==> src/hdl/fcsfp_pkg.sv <==
// Shared constants, types and lookup functions for the fixed-column frame parser.
// Holds the field column map, character codes and fixed-point scaling constants.
// No dependencies; used by fcsfp_field_parser and fixed_column_sensor_frame_parser.
package fcsfp_pkg;

  localparam int FRAME_LENGTH    = 46;
  localparam int FRACTION_DIGITS = 2;
  localparam int NUM_FIELDS      = 10;

  localparam int COL_W      = 6;
  localparam int FIELD_W    = 4;
  localparam int CHAR_W     = 7;
  localparam int RX_W       = 8;
  localparam int MAG_W      = 30;
  localparam int ACC_W      = 35;
  localparam int VALUE_W    = 31;
  localparam int FRAC_CNT_W = 3;
  localparam int FRAC_DEPTH = 8;

  localparam logic [COL_W-1:0]   FRAME_END_COL = COL_W'(FRAME_LENGTH);
  localparam logic [FIELD_W-1:0] LAST_FIELD    = FIELD_W'(NUM_FIELDS - 1);

  // Character codes after bit 7 has been dropped.
  localparam logic [CHAR_W-1:0] CODE_STX = 7'h02;
  localparam logic [CHAR_W-1:0] CODE_ETX = 7'h03;
  localparam logic [CHAR_W-1:0] CH_TAB   = 7'h09;
  localparam logic [CHAR_W-1:0] CH_CR    = 7'h0D;
  localparam logic [CHAR_W-1:0] CH_SPACE = 7'h20;
  localparam logic [CHAR_W-1:0] CH_PLUS  = 7'h2B;
  localparam logic [CHAR_W-1:0] CH_MINUS = 7'h2D;
  localparam logic [CHAR_W-1:0] CH_POINT = 7'h2E;
  localparam logic [CHAR_W-1:0] CH_SLASH = 7'h2F;
  localparam logic [CHAR_W-1:0] CH_ZERO  = 7'h30;
  localparam logic [CHAR_W-1:0] CH_NINE  = 7'h39;

  function automatic longint pow10(int n);
    longint p;
    p = 1;
    for (int k = 0; k < n; k++) begin
      p = p * 10;
    end
    return p;
  endfunction

  function automatic logic [MAG_W-1:0] frac_weight(int k);
    return (k < FRACTION_DIGITS) ? MAG_W'(pow10(FRACTION_DIGITS - 1 - k)) : '0;
  endfunction

  localparam longint            SCALE        = pow10(FRACTION_DIGITS);
  localparam logic [MAG_W-1:0]  SCALE_MAG    = MAG_W'(SCALE);
  localparam logic [ACC_W-1:0]  VALUE_LIMIT  = ACC_W'(999999999);
  localparam logic [VALUE_W-1:0] LIMIT_VALUE = VALUE_W'(999999999);
  localparam logic [VALUE_W-1:0] MISSING_VALUE = VALUE_W'(-SCALE);
  localparam logic [FRAC_CNT_W-1:0] FRAC_CNT_MAX = FRAC_CNT_W'(FRACTION_DIGITS);

  // Weight of each fraction digit position; positions past the kept digits weigh zero.
  localparam logic [MAG_W-1:0] FRAC_WEIGHT [FRAC_DEPTH] = '{
    frac_weight(0), frac_weight(1), frac_weight(2), frac_weight(3),
    frac_weight(4), frac_weight(5), frac_weight(6), frac_weight(7)
  };

  // Field column map: first and last column of each field.
  localparam logic [COL_W-1:0] FIELD_FIRST [NUM_FIELDS] = '{
    6'd0, 6'd1, 6'd2, 6'd8, 6'd18, 6'd21, 6'd24, 6'd27, 6'd34, 6'd41
  };
  localparam logic [COL_W-1:0] FIELD_LAST_COL [NUM_FIELDS] = '{
    6'd0, 6'd1, 6'd7, 6'd13, 6'd20, 6'd23, 6'd26, 6'd33, 6'd40, 6'd45
  };

  typedef enum logic [1:0] {
    PH_LEAD,
    PH_INT,
    PH_FRAC,
    PH_STOP
  } parse_phase_t;

  typedef struct packed {
    logic               in_field;
    logic               first;
    logic               last;
    logic [FIELD_W-1:0] field;
  } col_info_t;

  typedef struct packed {
    logic             slash;
    logic             neg;
    logic             over;
    logic [MAG_W-1:0] mag;
  } field_raw_t;

  typedef struct packed {
    logic               valid;
    logic [FIELD_W-1:0] field;
    field_raw_t         raw;
  } field_done_t;

  function automatic col_info_t col_lookup(logic [COL_W-1:0] col);
    col_info_t info;
    info = '0;
    for (int i = 0; i < NUM_FIELDS; i++) begin
      if (col >= FIELD_FIRST[i] && col <= FIELD_LAST_COL[i]) begin
        info.in_field = 1'b1;
        info.first    = (col == FIELD_FIRST[i]);
        info.last     = (col == FIELD_LAST_COL[i]);
        info.field    = FIELD_W'(i);
      end
    end
    return info;
  endfunction

endpackage

==> src/hdl/fixed_column_sensor_frame_parser.sv <==
// Top level of the fixed-column sensor frame parser.
// Counts columns, keeps the per-field results and drains the ten-word result burst.
// Depends on fcsfp_pkg and fcsfp_field_parser.

// The block takes one received word per clock cycle while in_ready is high, with bit 7
// ignored. Code 0x02 restarts the column count, and code 0x03 ends a frame only when it
// arrives at column 46; every other word is a character of the frame and is parsed as it
// arrives, so no frame buffer is kept. Each field is parsed by one shared parser as its
// columns stream past, and its raw result lands in a ten-entry working bank on the field's
// last column. The end code copies that bank into a separate output bank, and the ten result
// words then leave one per cycle while out_ready is high, field 0 first, with out_last set
// on field 9. in_ready stays high at all times except when the column count sits at 46 and
// the previous burst has not yet fully left the output bank; since a frame takes at least
// 47 words, a burst that drains at full rate never stalls the input. Values are in
// hundredths with further fraction digits dropped, saturate at plus or minus 999999999,
// and a field holding a slash reports missing with value -100.
module fixed_column_sensor_frame_parser
  import fcsfp_pkg::*;
(
  input  logic                      clk,
  input  logic                      rst_n,
  input  logic                      in_valid,
  output logic                      in_ready,
  input  logic [RX_W-1:0]           in_rx_byte,
  output logic                      out_valid,
  input  logic                      out_ready,
  output logic [FIELD_W-1:0]        out_field_index,
  output logic signed [VALUE_W-1:0] out_value_hundredths,
  output logic                      out_missing,
  output logic                      out_last
);

  logic [COL_W-1:0]   col_r, col_nxt;
  logic [CHAR_W-1:0]  rx_char;
  logic               in_accept;
  logic               is_stx, is_end, is_data;

  logic               a_ch_valid_r;
  logic [CHAR_W-1:0]  a_ch_r;
  col_info_t          a_info_r;
  logic               a_end_r;

  field_done_t        done;
  field_raw_t         work_bank_r [NUM_FIELDS];
  field_raw_t         out_bank_r  [NUM_FIELDS];

  logic               busy_r;
  logic [FIELD_W-1:0] ptr_r;
  logic               emit;
  field_raw_t         cur;
  logic [VALUE_W-1:0] mag_sel, value_sel;

  logic               out_valid_r;
  logic [FIELD_W-1:0] out_field_r;
  logic [VALUE_W-1:0] out_value_r;
  logic               out_missing_r;
  logic               out_last_r;

  // Only a frame end needs the output bank, so hold off only when one could arrive.
  assign in_ready  = !((col_r == FRAME_END_COL) && busy_r);
  assign in_accept = in_valid && in_ready;
  assign rx_char   = in_rx_byte[CHAR_W-1:0];
  assign is_stx    = (rx_char == CODE_STX);
  assign is_end    = !is_stx && (rx_char == CODE_ETX) && (col_r == FRAME_END_COL);
  assign is_data   = !is_stx && !is_end;

  // Column count saturates one past the frame so that late words are neither stored
  // nor able to end a frame; only a restart code recovers.
  always_comb begin
    col_nxt = col_r;
    if (is_stx || is_end) begin
      col_nxt = '0;
    end else if (col_r <= FRAME_END_COL) begin
      col_nxt = col_r + COL_W'(1);
    end
  end

  always_ff @(posedge clk) begin
    if (!rst_n) begin
      col_r        <= '0;
      a_ch_valid_r <= 1'b0;
      a_end_r      <= 1'b0;
    end else begin
      a_ch_valid_r <= in_accept && is_data && (col_r < FRAME_END_COL);
      a_end_r      <= in_accept && is_end;
      if (in_accept) begin
        col_r <= col_nxt;
      end
    end
  end

  always_ff @(posedge clk) begin
    if (in_accept) begin
      a_ch_r   <= rx_char;
      a_info_r <= col_lookup(col_r);
    end
  end

  fcsfp_field_parser u_parser (
    .clk      (clk),
    .rst_n    (rst_n),
    .ch_valid (a_ch_valid_r),
    .ch       (a_ch_r),
    .info     (a_info_r),
    .done     (done)
  );

  always_ff @(posedge clk) begin
    if (done.valid) begin
      work_bank_r[done.field] <= done.raw;
    end
  end

  // The last field is written to the working bank no later than the end code is registered,
  // so the copy always sees a complete frame.
  always_ff @(posedge clk) begin
    if (a_end_r) begin
      out_bank_r <= work_bank_r;
    end
  end

  assign emit = busy_r && (!out_valid_r || out_ready);

  always_ff @(posedge clk) begin
    if (!rst_n) begin
      busy_r <= 1'b0;
      ptr_r  <= '0;
    end else if (a_end_r) begin
      busy_r <= 1'b1;
      ptr_r  <= '0;
    end else if (emit) begin
      ptr_r <= ptr_r + FIELD_W'(1);
      if (ptr_r == LAST_FIELD) begin
        busy_r <= 1'b0;
      end
    end
  end

  // Turn the raw magnitude, sign and flags of the selected field into the result value.
  always_comb begin
    cur       = out_bank_r[ptr_r];
    mag_sel   = cur.over ? LIMIT_VALUE : {1'b0, cur.mag};
    value_sel = cur.neg ? (~mag_sel + VALUE_W'(1)) : mag_sel;
    if (cur.slash) begin
      value_sel = MISSING_VALUE;
    end
  end

  always_ff @(posedge clk) begin
    if (!rst_n) begin
      out_valid_r <= 1'b0;
    end else if (emit) begin
      out_valid_r <= 1'b1;
    end else if (out_ready) begin
      out_valid_r <= 1'b0;
    end
  end

  always_ff @(posedge clk) begin
    if (emit) begin
      out_field_r   <= ptr_r;
      out_value_r   <= value_sel;
      out_missing_r <= cur.slash;
      out_last_r    <= (ptr_r == LAST_FIELD);
    end
  end

  assign out_valid            = out_valid_r;
  assign out_field_index      = out_field_r;
  assign out_value_hundredths = $signed(out_value_r);
  assign out_missing          = out_missing_r;
  assign out_last             = out_last_r;

endmodule

==> src/hdl/fcsfp_field_parser.sv <==
// Column-by-column decimal parser shared by all fields of the frame. Consumes one stored
// character per cycle while ch_valid is high and reports the raw result on a field's last
// column. Depends on fcsfp_pkg.
module fcsfp_field_parser
  import fcsfp_pkg::*;
(
  input  logic              clk,
  input  logic              rst_n,
  input  logic              ch_valid,
  input  logic [CHAR_W-1:0] ch,
  input  col_info_t         info,
  output field_done_t       done
);

  parse_phase_t            phase_r, phase_nxt, phase_base;
  logic                    neg_r, neg_nxt, neg_base;
  logic                    over_r, over_nxt, over_base;
  logic                    slash_r, slash_nxt, slash_base;
  logic [MAG_W-1:0]        mag_r, mag_nxt, mag_base;
  logic [FRAC_CNT_W-1:0]   fcnt_r, fcnt_nxt, fcnt_base;

  logic                    is_ws, is_digit, is_sign, is_point;
  logic [3:0]              digit;
  logic [ACC_W-1:0]        acc;
  logic                    take;

  assign take = ch_valid && info.in_field;

  // The first column of a field starts from a fresh state.
  assign phase_base = info.first ? PH_LEAD : phase_r;
  assign neg_base   = info.first ? 1'b0 : neg_r;
  assign over_base  = info.first ? 1'b0 : over_r;
  assign slash_base = info.first ? 1'b0 : slash_r;
  assign mag_base   = info.first ? '0 : mag_r;
  assign fcnt_base  = info.first ? '0 : fcnt_r;

  assign is_ws    = (ch == CH_SPACE) || (ch >= CH_TAB && ch <= CH_CR);
  assign is_digit = (ch >= CH_ZERO) && (ch <= CH_NINE);
  assign is_sign  = (ch == CH_PLUS) || (ch == CH_MINUS);
  assign is_point = (ch == CH_POINT);
  assign digit    = ch[3:0];

  always_comb begin
    phase_nxt = PH_STOP;
    unique case (phase_base)
      PH_LEAD: begin
        if (is_ws) begin
          phase_nxt = PH_LEAD;
        end else if (is_sign || is_digit) begin
          phase_nxt = PH_INT;
        end else if (is_point) begin
          phase_nxt = PH_FRAC;
        end
      end
      PH_INT: begin
        if (is_digit) begin
          phase_nxt = PH_INT;
        end else if (is_point) begin
          phase_nxt = PH_FRAC;
        end
      end
      PH_FRAC: begin
        if (is_digit) begin
          phase_nxt = PH_FRAC;
        end
      end
      PH_STOP: begin
        phase_nxt = PH_STOP;
      end
      default: begin
        phase_nxt = PH_STOP;
      end
    endcase
  end

  always_comb begin
    neg_nxt   = neg_base;
    mag_nxt   = mag_base;
    fcnt_nxt  = fcnt_base;
    over_nxt  = over_base;
    slash_nxt = slash_base || (ch == CH_SLASH);
    acc       = ACC_W'(mag_base);
    if (phase_base == PH_LEAD && ch == CH_MINUS) begin
      neg_nxt = 1'b1;
    end
    if (is_digit && (phase_base == PH_LEAD || phase_base == PH_INT)) begin
      acc = ACC_W'(mag_base) * ACC_W'(10) + ACC_W'(digit) * ACC_W'(SCALE_MAG);
    end else if (is_digit && phase_base == PH_FRAC) begin
      acc = ACC_W'(mag_base) + ACC_W'(digit) * ACC_W'(FRAC_WEIGHT[fcnt_base]);
      if (fcnt_base < FRAC_CNT_MAX) begin
        fcnt_nxt = fcnt_base + FRAC_CNT_W'(1);
      end
    end
    // Once the magnitude passes the limit it can only grow, so the flag is sticky.
    mag_nxt  = acc[MAG_W-1:0];
    over_nxt = over_base || (acc > VALUE_LIMIT);
  end

  always_ff @(posedge clk) begin
    if (!rst_n) begin
      phase_r <= PH_LEAD;
    end else if (take) begin
      phase_r <= phase_nxt;
    end
  end

  always_ff @(posedge clk) begin
    if (take) begin
      neg_r   <= neg_nxt;
      over_r  <= over_nxt;
      slash_r <= slash_nxt;
      mag_r   <= mag_nxt;
      fcnt_r  <= fcnt_nxt;
    end
  end

  always_comb begin
    done.valid     = take && info.last;
    done.field     = info.field;
    done.raw.slash = slash_nxt;
    done.raw.neg   = neg_nxt;
    done.raw.over  = over_nxt;
    done.raw.mag   = mag_nxt;
  end

endmodule
==> config.mk <==
export PLATFORM = sky130hd
export DESIGN_NAME = fixed_column_sensor_frame_parser
export DESIGN_NICKNAME = d
export VERILOG_FILES = /design/src/hdl/fcsfp_pkg.sv /design/src/hdl/fixed_column_sensor_frame_parser.sv /design/src/hdl/fcsfp_field_parser.sv
export SDC_FILE = /design/constraint.sdc
export NUM_CORES = 1
export LEC_CHECK = 0
export BUFFER_PORTS_ARGS = -buffer_cell sky130_fd_sc_hd__buf_2
export CAP_MARGIN = 20
export CORE_ASPECT_RATIO = 1.25
export CORE_MARGIN = 5
export CORE_UTILIZATION = 50
export CTS_BUF_LIST = sky130_fd_sc_hd__clkbuf_2
export DETAILED_ROUTE_END_ITERATION = 8
export PLACE_DENSITY = 0.66
export SYNTH_ARGS = -nofsm -noshare
export SYNTH_HDL_FRONTEND = slang
export SYNTH_HIERARCHICAL = 1
export SYNTH_SLANG_ARGS = --single-unit
export TNS_END_PERCENT = 20
==> constraint.sdc <==
create_clock -name clk -period 10.6 [get_ports clk]
set_input_delay 1.59 -clock clk [delete_from_list [all_inputs] [get_ports clk]]
set_output_delay 1.59 -clock clk [all_outputs]
set_load 0.01 [all_outputs]
==> impl_table.tex <==
\begin{tabular}{lr}
\hline
Metric & Value \\
\hline
\multicolumn{2}{l}{\textbf{Synthesis}} \\
\quad Number of synthesized flops with an enable pin & 747 \\
\quad Top-count cell post-synth & edfxtp\_1 \\
\quad Mean cell area of the mapped netlist & 15.37 um2 \\
\quad Post-synth top flop & edfxtp\_1 \\
\quad Number of unique standard cell types used by synthesis & 100 \\
\quad Combined area of all synthesized cells & 32970 um2 \\
\quad Number of storage elements in the synthesis netlist & 763 \\
\quad Post-Synthesis Cells & 2145 \\
\quad Yosys top cell by area & edfxtp\_1 \\
\quad Asr flop ratio synth & 0\% \\
\quad Warnings from Yosys & 6 \\
\quad Top cell types by occurrence after synthesis & edfxtp\_1 (747), nor2\_1 (154), nand2\_1 (116) \\
\quad Area share of the largest cell type after synthesis & 68.04\% \\
\quad Syn Nets & 2270 \\
\quad Dominant cells by area after synthesis & edfxtp\_1 (68\%), ha\_1 (4.0\%), mux4\_2 (3.1\%) \\
\quad Sequential fraction of the synthesis area & 69.01\% \\
\multicolumn{2}{l}{\textbf{Clock tree}} \\
\quad Clock latency of the later-clocked register in the worst-skew pair & 1.25 ns \\
\quad Buffers inserted by post-CTS timing repair & 0 \\
\quad Post-CTS Hold Buffers & 0 \\
\quad CTS tree & done \\
\quad Post-cts resize count & 0 \\
\quad Cell chosen for the clock root & clkbuf\_2 \\
\quad CTS H-Tree Depth & 4 \\
\quad Deepest clock path buffer count & 3 \\
\quad CTS sink cnt & 763 \\
\quad Clock transition at path regs & 0.12 ns \\
\quad CTS buffer count & 172 \\
\multicolumn{2}{l}{\textbf{Placement}} \\
\quad Routability congestion estimate & 0.8836 \\
\quad Final HPWL from detailed placement & 43.17 mm \\
\quad Port bufs & 49 \\
\multicolumn{2}{l}{\textbf{Setup path}} \\
\quad Crit path required time & 11.50 ns \\
\quad Critical path buffers and inverters & 5 \\
\quad Critical path class & reg -> reg \\
\quad Arrival time of data at the critical path endpoint & 8.47 ns \\
\quad Reg2Reg Launch Point & a\_info\_r[5]\$\_DFFE\_PP\_ \\
\quad Startpoint types & flop \\
\quad First element of the critical path & a\_info\_r[5]\$\_DFFE\_PP\_ \\
\quad Cell with the biggest individual delay on the critical path & a211oi\_1 \\
\quad Critical Path Max Stage Delay & 0.72 ns \\
\quad Crit path max-delay family & compound AO/OA/AOI/OAI gates \\
\quad Element type at the critical path end & flop \\
\quad Peak fanout along the critical path & 44 \\
\multicolumn{2}{l}{\textbf{Power and ir drop}} \\
\quad Reported leakage power & 12.48 nW \\
\quad Worst-case vdd ir drop & 76.17 uV \\
\quad Power density of the placed cells & 156.4 nW/um2 \\
\quad Post-layout total power & 5.617 mW \\
\multicolumn{2}{l}{\textbf{Floorplanning}} \\
\quad \# IOs & 51 \\
\quad Chip width & 239.7 um \\
\quad Core outline area & 65560 um2 \\
\quad Initial Utilization & 50.29\% \\
\quad Die area & 71200 um2 \\
\quad Die Ht & 297.1 um \\
\quad Number of standard-cell rows in the floorplan & 105 \\
\multicolumn{2}{l}{\textbf{Finish}} \\
\quad Area occupied by multi-input gates & 9633 um2 \\
\quad \# nets final & 2447 \\
\quad Sequential cell area & 22760 um2 \\
\quad Layout cell share with drive strength beyond 1 & 19.12\% \\
\quad Area added between synthesis and finish & 8.927\% \\
\quad Number of filler instances in the final layout & 5226 \\
\multicolumn{2}{l}{\textbf{Global route}} \\
\quad Number of antenna violations at the first check in global routing & 2 \\
\quad Pin count of the biggest net entering global routing & 85 \\
\quad Number of global-route vias before repair & 19468 \\
\quad Leftover overflow at the end of global routing & 0 \\
\quad GRT Overall Usage & 19.55\% \\
\quad Global-route wire length before repair & 107.7 mm \\
\multicolumn{2}{l}{\textbf{Drt}} \\
\quad Via count & 18881 \\
\quad Initial DRC Count & 1469 \\
\quad DRT Wirelength & 69.74 mm \\
\quad Average wire per standard cell & 21.03 um \\
\quad Number of remaining DRC errors & 0 \\
\quad Post-detailed-route count of antenna-violating nets & 0 \\
\quad Post-DR vias/cell & 5.694 \\
\quad Router iterations before antenna repair & 7 \\
\multicolumn{2}{l}{\textbf{Run}} \\
\quad Max-cap viol count & 0 \\
\multicolumn{2}{l}{\textbf{Min path}} \\
\quad Type of the tightest min-delay check & reg -> reg \\
\quad Startpoint of the tightest hold check path & work\_bank\_r[328]\$\_DFFE\_PP\_ \\
\multicolumn{2}{l}{\textbf{Timing}} \\
\quad Share of the clock period used by the worst path after layout & 71.39\% \\
\quad Clock skew & 0.09247 ns \\
\quad Fin. max-slew vios & 0 \\
\quad Max\_slew headroom & 26.69\% \\
\quad Least-Margin Pin Slew & 1.100 ns \\
\quad Final count of hold timing violations & 0 \\
\quad Final worst hold slack & 0.3981 ns \\
\quad Setup\_tns & 0 ns \\
\quad RSZ-0062 raised after global routing & no \\
\quad Final number of setup-violating endpoints & 0 \\
\quad Clock period minus final worst setup slack & 7.567 ns \\
\quad Fmax achieved & 0.1321 GHz \\
\multicolumn{2}{l}{\textbf{Outcome}} \\
\quad Outcome & finished clean \\
\hline
\end{tabular}
## logic make-up after synthesis
kind of cell / after synthesis / synth area share [%]
AO/OA/AOI/OAI: 361 / 7.758
XOR/XNOR: 94 / 2.543
adder cells (fa/ha/maj): 113 / 4.448
buffers and inverters: 142 / 1.996
flip-flops: 763 / 69.01
multiplexers: 133 / 5.811
AND/OR/NAND/NOR: 539 / 8.429
## registers in the layout, indices dropped and copies added (netlist names)
signal / count
ptr_r: 4
out_field_index: 4
out_value_hundredths: 31
u_parser/slash_r: 1
u_parser/fcnt_r: 3
out_bank_r: 330
work_bank_r: 330
out_last: 1
a_info_r: 7
out_missing: 1
out_valid: 1
u_parser/phase_r: 2
u_parser/neg_r: 1
a_ch_valid_r: 1
col_r: 6
u_parser/mag_r: 30
a_ch_r: 7
u_parser/over_r: 1
busy_r: 1
a_end_r: 1
## path summary, 6_finish.rpt
| check | end | slack (ns) | cells after the start |
|---|---|---|---|
| hold / removal | out_bank_r[328]$_DFFE_PP_ | 0.40 | 0 |
| hold reg to reg | out_bank_r[328]$_DFFE_PP_ | 0.40 | 0 |
| setup / recovery | u_parser/over_r$_DFFE_PP_ | 3.03 | 25 |
| setup reg to reg | u_parser/over_r$_DFFE_PP_ | 3.03 | 25 |
## worst reg2reg max path: stages, from the launching register on
cell and delay [ns]:
edfxtp_1 0.33, buf_4 0.44, inv_1 0.42, nand2_1 0.20
inv_1 0.09, ha_1 0.23, and3_1 0.18, ha_1 0.27
inv_1 0.05, fa_1 0.42, inv_1 0.07, ha_1 0.24
xor2_1 0.17, ha_1 0.39, nand3_1 0.10, o211a_1 0.24
a211oi_1 0.72, nand3_1 0.27, nor2_1 0.17, xnor2_1 0.08
a21oi_1 0.68, nand2_1 0.18, o21a_1 0.24, o31a_1 0.31
o211ai_1 0.16, and3_1 0.58
## cells in the final DEF, fill, tap and decap left out, drive strengths merged, types with 27 or more instances in the layout
| master | netlist | layout |
|---|---|---|
| edfxtp | 747 | 747 |
| clkbuf | 41 | 254 |
| nor2 | 154 | 154 |
| nand2 | 117 | 117 |
| ha | 106 | 106 |
| buf | 41 | 84 |
| mux2i | 80 | 80 |
| a21oi | 78 | 78 |
| xnor2 | 67 | 67 |
| inv | 60 | 65 |
| o21ai | 59 | 59 |
| mux4 | 46 | 46 |
| clkinv | 0 | 43 |
| nor2b | 37 | 37 |
| nand4 | 34 | 34 |
| nand3 | 33 | 33 |
| nor3 | 31 | 31 |
| and3 | 28 | 28 |
| xor2 | 27 | 27 |
## final cells by class
cell class                 count  share of cell area (%)
inverter                      60                  0.6272
clock inverter                56                   1.153
tap                          856                   2.983
antenna                        2                 0.01394
sequential                   763                   63.39
multi-input combinational   1240                   26.83
timing repair buffer          85                   1.470
clock buffer                 254                   3.540
## power by group
group | switching [mW] | internal (mW) | total [mW]
Combinational | 0.249 | 0.133 | 0.382
Clock | 1.08 | 0.813 | 1.90
Sequential | 0.0160 | 3.32 | 3.34
Total | 1.35 | 4.27 | 5.62
## metrics by stage
step           std cells  cell area, um2  util [%]  worst slack [ns]
5_1_grt             3315           35910     54.77             2.578
4_1_cts             3311           35880     54.73             2.857
3_3_place_gp        3000           34190     52.15             3.123
6_report            3316           35910     54.78             3.033
2_1_floorplan       2145           32970         -             2.169
3_5_place_dp        3001           34200     52.16             2.976
## layer usage
layer | share of wire, % | routed length [um] | vias up | GRT usage, %
met3 | 6.2 | 4291 | 127 | 4.034
met1 | 40 | 27870 | 9326 | 24.73
li1 | - | - | 8798 | -
met2 | 52 | 35920 | 630 | 33.41
met5 | 0 | 0 | - | 0
met4 | 2.4 | 1658 | 0 | 7.135
No activity file was read; power rests on OpenSTA's default activity.
